`src/edf_pkg.sv`:
```
package edf_pkg;

	localparam int NTASK = 3;
	localparam int REM_STEPS = 16;

	typedef enum logic [2:0] {
		REG_PERIOD_A = 3'd0,
		REG_PERIOD_B = 3'd1,
		REG_PERIOD_C = 3'd2,
		REG_BUDGET_A = 3'd3,
		REG_BUDGET_B = 3'd4,
		REG_BUDGET_C = 3'd5,
		REG_QUANTUM  = 3'd6
	} cfg_reg_t;

	localparam logic [15:0] PERIOD_A_RST = 16'd30;
	localparam logic [15:0] PERIOD_B_RST = 16'd40;
	localparam logic [15:0] PERIOD_C_RST = 16'd50;
	localparam logic [15:0] BUDGET_A_RST = 16'd10;
	localparam logic [15:0] BUDGET_B_RST = 16'd15;
	localparam logic [15:0] BUDGET_C_RST = 16'd5;
	localparam logic [7:0]  QUANTUM_RST  = 8'd5;

	typedef struct packed {
		logic [15:0] phase;
		logic [15:0] remaining;
	} task_t;

	typedef struct packed {
		logic [15:0] time_now;
		logic [1:0]  chosen_task;
		logic [2:0]  released_mask;
		logic [2:0]  pending_mask;
	} result_t;

	// one restoring remainder step: shift in a dividend bit, subtract if it fits
	function automatic logic [15:0] rem_step(input logic [15:0] r, input logic b,
	                                         input logic [15:0] d);
		logic [16:0] t;
		t = {r, b};
		if (t >= {1'b0, d}) t = t - {1'b0, d};
		return t[15:0];
	endfunction

endpackage

```
`src/edf_rem.sv`:
```
module edf_rem (
	input  logic        clk,
	input  logic        arst_n,
	input  logic        start,
	input  logic [15:0] period,
	input  logic [15:0] phase,
	input  logic [7:0]  quantum,
	output logic [15:0] phase_mod,
	output logic [15:0] quantum_mod,
	output logic        busy
);

	logic [4:0]  cnt_q;
	logic [3:0]  bit_idx;
	logic [15:0] prem_q;
	logic [15:0] qrem_q;
	logic [15:0] q_ext;

	assign bit_idx = 4'(cnt_q - 5'd1);
	assign q_ext = {8'd0, quantum};
	assign busy = (cnt_q != 5'd0);
	assign phase_mod = prem_q;
	assign quantum_mod = qrem_q;

	always_ff @(posedge clk or negedge arst_n) begin
		if (!arst_n) begin
			cnt_q <= 5'd0;
		end else if (start) begin
			cnt_q <= 5'(edf_pkg::REM_STEPS);
		end else if (cnt_q != 5'd0) begin
			cnt_q <= cnt_q - 5'd1;
		end
	end

	// dividend bits are taken from the live registers, msb first
	always_ff @(posedge clk) begin
		if (start) begin
			prem_q <= 16'd0;
			qrem_q <= 16'd0;
		end else if (cnt_q != 5'd0) begin
			prem_q <= edf_pkg::rem_step(prem_q, phase[bit_idx], period);
			qrem_q <= edf_pkg::rem_step(qrem_q, q_ext[bit_idx], period);
		end
	end

endmodule

```
`src/edf_tick.sv`:
```
module edf_tick #(
	parameter int TIME_BITS = 16
) (
	input  logic                                      restart,
	input  logic [TIME_BITS-1:0]                      time_cur,
	input  edf_pkg::task_t [edf_pkg::NTASK-1:0]       tasks,
	input  logic [edf_pkg::NTASK-1:0][15:0]           period,
	input  logic [edf_pkg::NTASK-1:0][15:0]           budget,
	input  logic [7:0]                                quantum,
	input  logic [edf_pkg::NTASK-1:0][15:0]           phase_mod,
	input  logic [edf_pkg::NTASK-1:0][15:0]           quantum_mod,
	output logic [TIME_BITS-1:0]                      time_nxt,
	output edf_pkg::task_t [edf_pkg::NTASK-1:0]       tasks_nxt,
	output edf_pkg::result_t                          result
);

	logic [TIME_BITS-1:0]     t_cur;
	logic [TIME_BITS+15:0]    t_wide;

	assign t_cur = restart ? '0 : time_cur;
	assign t_wide = {16'd0, t_cur};
	assign time_nxt = t_cur + TIME_BITS'(quantum);

	always_comb begin
		logic [15:0] ph     [edf_pkg::NTASK];
		logic [15:0] rm     [edf_pkg::NTASK];
		logic [15:0] dl     [edf_pkg::NTASK];
		logic [15:0] base;
		logic [16:0] sum;
		logic [15:0] best_dl;
		logic        have;
		logic [1:0]  chosen;
		logic [2:0]  released;
		logic [2:0]  pending;

		have = 1'b0;
		best_dl = 16'd0;
		chosen = 2'd0;
		released = 3'd0;
		pending = 3'd0;

		for (int i = 0; i < edf_pkg::NTASK; i++) begin
			ph[i] = restart ? 16'd0 : tasks[i].phase;
			rm[i] = restart ? 16'd0 : tasks[i].remaining;
			if (ph[i] == 16'd0) begin
				rm[i] = budget[i];
				released[i] = 1'b1;
			end
			dl[i] = (ph[i] < period[i]) ? (period[i] - ph[i]) : 16'd0;
		end

		// earliest deadline wins, lower index on a tie
		for (int i = 0; i < edf_pkg::NTASK; i++) begin
			if (rm[i] != 16'd0 && (!have || dl[i] < best_dl)) begin
				have = 1'b1;
				best_dl = dl[i];
				chosen = 2'(i + 1);
			end
		end

		for (int i = 0; i < edf_pkg::NTASK; i++) begin
			if (chosen == 2'(i + 1))
				rm[i] = (rm[i] > {8'd0, quantum}) ? (rm[i] - {8'd0, quantum}) : 16'd0;
			pending[i] = (rm[i] != 16'd0);
			tasks_nxt[i].remaining = rm[i];

			// both addends are below the period, so one subtract wraps it
			base = (ph[i] < period[i]) ? ph[i] : phase_mod[i];
			sum = {1'b0, base} + {1'b0, quantum_mod[i]};
			if (sum >= {1'b0, period[i]}) sum = sum - {1'b0, period[i]};
			tasks_nxt[i].phase = (period[i] == 16'd0) ? 16'd0 : sum[15:0];
		end

		result.time_now = t_wide[15:0];
		result.chosen_task = chosen;
		result.released_mask = released;
		result.pending_mask = pending;
	end

endmodule

```
`src/edf_task_scheduler.sv`:
```
// EDF scheduler for three periodic tasks. Every input beat is one tick of
// "quantum" time units; the block releases jobs for tasks whose phase is zero,
// grants the ready task with the earliest deadline (lower task on a tie), and
// returns one result beat per tick. Ticks are taken one per clock cycle while
// neither the remainder units nor a stalled output hold them: a beat sits in
// the input register and is scheduled on its way into the output register.
// Phases advance modulo each period using per-task remainders of quantum
// (and of a stale phase) that three bit-serial remainder units compute after
// reset and after every configuration write; input stays stalled while they
// run.
module edf_task_scheduler #(
	parameter int TIME_BITS = 16
) (
	input  logic        clk,
	input  logic        arst_n,
	input  logic        cfg_we,
	input  logic [2:0]  cfg_idx,
	input  logic [15:0] cfg_data,
	input  logic        in_valid,
	output logic        in_stall,
	input  logic        restart,
	output logic        out_valid,
	input  logic        out_stall,
	output logic [15:0] time_now,
	output logic [1:0]  chosen_task,
	output logic [2:0]  released_mask,
	output logic [2:0]  pending_mask
);

	localparam int NT = edf_pkg::NTASK;

	logic [NT-1:0][15:0]         period_q;
	logic [NT-1:0][15:0]         budget_q;
	logic [7:0]                  quantum_q;
	logic [TIME_BITS-1:0]        time_q;
	edf_pkg::task_t [NT-1:0]     task_q;
	logic                        init_q;

	logic                        valid_s1;
	logic                        restart_s1;
	logic                        valid_s2;
	edf_pkg::result_t            res_s2;

	logic [NT-1:0][15:0]         phase_mod;
	logic [NT-1:0][15:0]         quantum_mod;
	logic [NT-1:0]               rem_busy;
	logic                        start;
	logic                        busy;
	logic                        advance;
	logic                        in_accept;

	logic [TIME_BITS-1:0]        time_nxt;
	edf_pkg::task_t [NT-1:0]     task_nxt;
	edf_pkg::result_t            res_nxt;

	assign start = cfg_we | init_q;
	assign busy = start | (|rem_busy);
	assign advance = valid_s1 & ~busy & (~valid_s2 | ~out_stall);
	assign in_stall = busy | (valid_s1 & ~advance);
	assign in_accept = in_valid & ~in_stall;

	genvar g;
	generate
		for (g = 0; g < NT; g++) begin : g_rem
			edf_rem u_rem (
				.clk         (clk),
				.arst_n      (arst_n),
				.start       (start),
				.period      (period_q[g]),
				.phase       (task_q[g].phase),
				.quantum     (quantum_q),
				.phase_mod   (phase_mod[g]),
				.quantum_mod (quantum_mod[g]),
				.busy        (rem_busy[g])
			);
		end
	endgenerate

	edf_tick #(.TIME_BITS(TIME_BITS)) u_tick (
		.restart     (restart_s1),
		.time_cur    (time_q),
		.tasks       (task_q),
		.period      (period_q),
		.budget      (budget_q),
		.quantum     (quantum_q),
		.phase_mod   (phase_mod),
		.quantum_mod (quantum_mod),
		.time_nxt    (time_nxt),
		.tasks_nxt   (task_nxt),
		.result      (res_nxt)
	);

	always_ff @(posedge clk or negedge arst_n) begin
		if (!arst_n) begin
			period_q <= {edf_pkg::PERIOD_C_RST, edf_pkg::PERIOD_B_RST, edf_pkg::PERIOD_A_RST};
			budget_q <= {edf_pkg::BUDGET_C_RST, edf_pkg::BUDGET_B_RST, edf_pkg::BUDGET_A_RST};
			quantum_q <= edf_pkg::QUANTUM_RST;
		end else if (cfg_we) begin
			case (cfg_idx)
				edf_pkg::REG_PERIOD_A: period_q[0] <= cfg_data;
				edf_pkg::REG_PERIOD_B: period_q[1] <= cfg_data;
				edf_pkg::REG_PERIOD_C: period_q[2] <= cfg_data;
				edf_pkg::REG_BUDGET_A: budget_q[0] <= cfg_data;
				edf_pkg::REG_BUDGET_B: budget_q[1] <= cfg_data;
				edf_pkg::REG_BUDGET_C: budget_q[2] <= cfg_data;
				edf_pkg::REG_QUANTUM:  quantum_q <= cfg_data[7:0];
				default: ;
			endcase
		end
	end

	always_ff @(posedge clk or negedge arst_n) begin
		if (!arst_n) begin
			init_q <= 1'b1;
			time_q <= '0;
			task_q <= '0;
			valid_s1 <= 1'b0;
			valid_s2 <= 1'b0;
		end else begin
			init_q <= 1'b0;
			if (in_accept) begin
				valid_s1 <= 1'b1;
			end else if (advance) begin
				valid_s1 <= 1'b0;
			end
			if (advance) begin
				time_q <= time_nxt;
				task_q <= task_nxt;
				valid_s2 <= 1'b1;
			end else if (~out_stall) begin
				valid_s2 <= 1'b0;
			end
		end
	end

	always_ff @(posedge clk) begin
		if (in_accept) restart_s1 <= restart;
		if (advance) res_s2 <= res_nxt;
	end

	assign out_valid = valid_s2;
	assign time_now = res_s2.time_now;
	assign chosen_task = res_s2.chosen_task;
	assign released_mask = res_s2.released_mask;
	assign pending_mask = res_s2.pending_mask;

endmodule

```
`config.mk`:
```
export PLATFORM = sky130hd
export DESIGN_NAME = edf_task_scheduler
export DESIGN_NICKNAME = d
export VERILOG_FILES = /design/src/edf_pkg.sv /design/src/edf_rem.sv /design/src/edf_tick.sv /design/src/edf_task_scheduler.sv
export SDC_FILE = /design/constraint.sdc
export NUM_CORES = 2
export LEC_CHECK = 0
export ABC_AREA = 1
export BUFFER_PORTS_ARGS = -buffer_cell sky130_fd_sc_hd__buf_2
export CORE_UTILIZATION = 59
export CTS_CLUSTER_DIAMETER = 200
export CTS_CLUSTER_SIZE = 20
export DETAILED_ROUTE_END_ITERATION = 16
export GPL_TIMING_DRIVEN = 0
export MAX_ROUTING_LAYER = met4
export PLACE_DENSITY = 0.78
export SLEW_MARGIN = 10
export SYNTH_ARGS = -nofsm -noshare
export SYNTH_HDL_FRONTEND = slang
export SYNTH_HIERARCHICAL = 1
export SYNTH_SLANG_ARGS = --single-unit
```
`constraint.sdc`:
```
create_clock -name clk -period 7.7 [get_ports clk]
set_input_delay 0.385 -clock clk [delete_from_list [all_inputs] [get_ports clk]]
set_output_delay 0.385 -clock clk [all_outputs]
set_load 0.02 [all_outputs]
```
Word-level counts from Yosys, hierarchy flattened
Cells that the tools add are included.
- bits in registers: 355
- input port bits: 25
- output and inout bits: 26
- logic and storage cells: 196
- add/sub/neg operators: 22
- order comparisons: 20
- eq/ne operators: 10
- multiplexer cells: 66
- bitwise gates (word level): 13
- reductions and logical operators: 34
- operators by type and width (cell ; count):
    16-bit 2-to-1 mux ; 36
    16-bit subtractor ; 12
    17-bit by 16-bit greater-or-equal comparator with 1-bit output ; 9
    16-bit zero test ; 6
    16-bit nonzero test ; 6
    16-bit < comparator ; 5
    16-bit by 16-bit adder with 17-bit output ; 3
    16-bit by 8-bit greater-than comparator with 1-bit output ; 3
    16-bit by 8-bit subtractor with 16-bit output ; 3
    5-bit 2-to-1 mux ; 6
    1-bit binary-select mux with 4-bit select ; 6
    16-bit by 8-bit adder with 16-bit output ; 1
    1-bit 2-to-1 mux ; 16
    4-bit by 5-bit < comparator with 1-bit output (second input constant) ; 3
    5-bit nonzero test ; 3
    5-bit by 1-bit subtractor with 5-bit output (second input constant) ; 3
    2-bit AND reduction ; 7
    3-bit equality test (second input constant) ; 3
    2-bit nonzero test ; 4
    3-bit by 2-bit equality test with 1-bit output (second input constant) ; 2
    1-bit NOT ; 5
    1-bit AND ; 4
    2-bit equality test (second input constant) ; 2
    2-bit 2-to-1 mux ; 2
    9 further kinds ; 15

Depth between registers and ports, before layout
- word-level depth: 16
- gate-level depth with buffers: 61
- mapped depth without buffers: 55

By module
Netlist, hierarchy kept.
- modules (own cells, without submodules) (module ; instances ; cells each ; area an instance (um2)):
    edf_tick ; 1 ; 2180 ; 12226.7
    edf_task_scheduler ; 1 ; 905 ; 9213.8
    edf_rem (g_rem[0].u_rem ...) ; 2 ; 724 ; 4122.7
    edf_rem (g_rem[2].u_rem) ; 1 ; 734 ; 4292.9

Worst setup path after synthesis
No wires, ideal clock.
- path type: register to register
- start: register restart_s1
- end: register res_s2 (netlist bit pending_mask[2]) (data pin)
- library setup time: 0.254 ns
- arrival time: 7.505 ns
- required time: 7.446 ns
- setup slack: -0.060 ns
- cell stages (with the launch flop): 59
- buffers on the path: 10
- clock period less this slack: 7.760 ns
- cells stage by stage: edfxtp_1 > buf_4 > inv_2 > buf_6 > buf_6 > buf_2 > buf_2 > buf_1 > buf_1 > clkbuf_1 > nand2_1 > ha_1 > a21oi_1 > o21ai_0 > a21oi_1 > o21bai_1 > nand2_1 > nand2_1 > [... 23 more ...] > nand2_1 > o21ai_0 > ha_1 > nand2_1 > inv_1 > nand3_1 > a31oi_1 > a2111oi_0 > nand2_1 > nand2_1 > nand2_4 > buf_2 > nand2_1 > o21ai_0 > nor2_1 > nand2_1 > nor2_1 > nand2_1
- RTL lines (item ; line ; RTL):
    start: declaration ; edf_task_scheduler.sv:40 ; logic restart_s1;
    start signal: assignment ; edf_task_scheduler.sv:137 ; if (in_accept) restart_s1 <= restart;
    end signal: assignment ; edf_task_scheduler.sv:138 ; if (advance) res_s2 <= res_nxt;
    end: declaration ; edf_task_scheduler.sv:42 ; edf_pkg::result_t res_s2;

==> summary.md <==
| Metric | Value |
|---|---|
| Pwr dens | `376 nW/um^2` |
| Final Skew | `21.3 ps` |
| Critical Path Slowest Stage Cell | `edfxtp_1` |
| Fin util | `68.1%` |
| Switching share of power | `52.4%` |
| 1st-iter DRT viols | `4020` |
| Clock-pin slew on the worst setup and hold paths | `90 ps` |
| Post-Syn Instances | `5267` |
| Drt pass-1 iters | `8` |
| Crit path kind | `flip-flop to flip-flop` |
| Post-synth EDFFs | `25` |
| Pint | `6.89 mW` |
| Initial core utilization | `60.0%` |
| Worst vdd ir | `0.242 mV` |
| Max Root-Sink Buffers | `3` |
| Post-synth net total | `5619` |
| Flop pwr share | `17.4%` |
| Most numerous cell in the Yosys netlist | `nand2_1` |
| Layout Nets | `5827` |
| Final min period | `7680 ps` |
| Die footprint | `58600 um^2` |
| Vias per cell | `5.82` |
| Routed Antenna Nets | `0` |
| Inserted Clock Buffers | `21` |
| FFs w/ async S/R, synth | `65.9%` |
| Leading area contributor after synthesis | `nand2_1` |
| Later-pin clock latency in the skew report | `590 ps` |
| Tot Pwr | `14.5 mW` |
| HP Class | `input port to flip-flop` |
| Area contributors post-synth | `nand2_1, dfrtp_1, ha_1` |
| WP data arrival | `8020 ps` |
| Final Slew Violations | `0` |
| Worst Setup Slack, final | `22.6 ps` |
| Worst setup SP type | `flip-flop` |
| CTS tree | `yes` |
| Worst Setup SP | `restart_s1` |
| Max cap viols | `0` |
| CTS root buf | `clkbuf_16` |
| Post-synth cell types | `57` |
| Core area | `56600 um^2` |
| Leak | `20.4 nW` |
| Routed WL per cell | `19.0 um` |
| Outcome | `finished, final reports clean` |
| First-pass GRT wire length | `180000 um` |
| Via count of the first global-routing pass | `33.4k` |
| Synth Register Bits | `355` |
| Rows | `87` |
| Bufs and invs on worst path | `10` |
| Achievable Freq | `130 MHz` |
| Required time worst endpoint | `8050 ps` |
| Final setup fails | `0` |
| Combinational power share | `74.2%` |
| DPL Wire Length | `87800 um` |
| Number of fill cells | `5117` |
| R2R Path Start | `restart_s1` |
| Commonest cells post-synth | `nand2_1, inv_1, nand3_1` |
| Worst Setup End Kind | `flip-flop` |
| Clock Power Share | `8.5%` |
| Via count | `36.4k` |
| Largest net degree at the start of global routing | `96` |
| Slew HR | `23.3%` |
| Residual DRC | `0` |
| Initial antenna violation count | `2` |
| Worst Min Path Start | `in_valid` |
| Register area share after synthesis | `25.2%` |
| Routed WL | `119000 um` |
| CP max FO | `10` |
| Worst-Margin Slew | `1140 ps` |
| Top FF cell, synth | `dfrtp_1` |
| Placer Congestion | `1.01` |
| PortBufs | `50` |
| GRT overflow | `0` |
| Synth Cell Area | `34000 um^2` |
| TritonCTS Sinks | `355` |
| Avg Inst Size Synth | `6.45 um^2` |
| Chip height | `242 um` |
| Fin. Hold Viols | `0` |
| Delay-heaviest family, CP | `simple AND/OR/NAND/NOR gates` |
| Psw | `7.60 mW` |
| Warnings from Yosys | `6` |
| Total GRT Usage | `39.7%` |
| Share of layout cells above drive strength 1 | `11.4%` |
| Period utilization | `99.7%` |
| Synth top area share | `18.3%` |
| Pre-CTS WS | `-2310 ps` |
| H-tree levels | `1` |
| Setup repair after global routing missed its margin | `yes` |
| Area grow syn2layout | `13.4%` |
| IO Count | `51` |
| Most common cell on crit path | `nand2_1` |
| Die Wd | `242 um` |
| CP max stage delay | `380 ps` |
state kept, by name (all words and copies together), names as in the netlist:
signal,cells
budget_q,48
chosen_task,2
g_rem.u_rem/cnt_q,15
g_rem.u_rem/phase_mod,48
g_rem.u_rem/quantum_mod,48
init_q,1
out_valid,1
pending_mask,3
period_q,48
quantum_q,8
released_mask,3
restart_s1,1
task_q,96
time_now,16
time_q,16
valid_s1,1
stage by stage:
step	instance area [um^2]	setup TNS, ps	cells	hold slack (ps)
3_3_place_gp	35200	-144270	6073	453
5_1_grt	38500	-5810	6247	113
4_1_cts	37200	-374	6202	83.7
6_report	38500	0	6247	85.5
3_5_place_dp	35200	-152540	6075	338
2_1_floorplan	34000	0	5267	89.4
power groups by stage:
stage	logic (mW)	clock network (mW)	registers, mW
2_1_floorplan	6.53	0	2.36
3_3_place_gp	8.41	0	2.52
3_5_place_dp	8.52	0	2.52
4_1_cts	9.61	1.23	2.49
5_1_grt	11.7	1.30	2.53
6_report	10.7	1.23	2.52
layout make-up:
cell class              instances  area (um^2)  area share, %
clock buffers                  36          582           1.51
multi-input cells            4025        23100           59.9
flip-flops and latches        355         8550           22.2
well taps                     756          946           2.46
diodes                          1         2.50        0.00650
inverters                     712         2690           6.97
clock inverters                 2         16.3         0.0422
plain buffers                 175         1200           3.12
repair buffers                185         1470           3.80
metal layers:
metal | part of all wire (%) | vias to the layer above | track usage, %
met5 | 0 | - | -
met4 | 6.3 | 0 | 19.2
met3 | 9.0 | 451 | 4.85
met2 | 44 | 1825 | 61.6
met1 | 41 | 16600 | 51.5
li1 | - | 17500 | -
tightest hold or removal path, delay by kind of cell:
kind            cells  cell delay [ps]
compound gates      1              100
simple gates        1               80
buf+inv             1               80
worst paths after layout:
path | cells after the start | end | slack, ps
worst max-delay path | 55 | pending_mask[0] | 20
worst min-delay path | 3 | valid_s1 | 90
worst max register to register | 55 | pending_mask[0] | 20
worst min register to register | 2 | task_q[13] | 480
max in group asynchronous | 4 | task_q[24] | 6130
min in group asynchronous | 2 | task_q[86] | 290
kinds of logic (layout without fill, tap and decap cells):
family,after synthesis,count (layout),synth area share [%]
adder cells (fa/ha/maj),327,327,12.5
XOR/XNOR,175,175,4.51
buffers and inverters,889,1110,10.5
AO/OA/AOI/OAI,662,662,10.7
flip-flops,355,355,25.2
other,1,2,0.0110
AND/OR/NAND/NOR,2858,2860,36.6
placed cells by master, fill, tap and decap left out, drive strengths merged, types with 2 or more instances in the layout:
master / instances
a2111oi: 4
a211oi: 36
a21o: 8
a21oi: 214
a221o: 7
a31oi: 6
and2: 16
and3: 3
buf: 275
bufbuf: 2
clkbuf: 117
clkinv: 2
dfrtp: 214
dfstp: 20
dfxtp: 96
dlygate4sd3: 2
edfxtp: 25
fa: 19
ha: 308
inv: 711
nand2: 1678
nand3: 434
nand3b: 52
nand4: 173
nor2: 411
nor3: 44
nor3b: 5
nor4: 15
o2111ai: 3
o211ai: 3
o21ai: 327
o21bai: 42
o22ai: 3
o31ai: 6
or2: 29
xnor2: 87
xor2: 88
repair_timing:
item                       4_1_cts  5_1_grt
hold buffers                     2        0
gates cloned                    10        1
setup endpoints to repair      101      101
setup buffers                   78       48
resized for setup              184      243
pin swaps                       54      129
hold endpoints to repair        52        0
No activity file was read; power rests on OpenSTA's default activity.
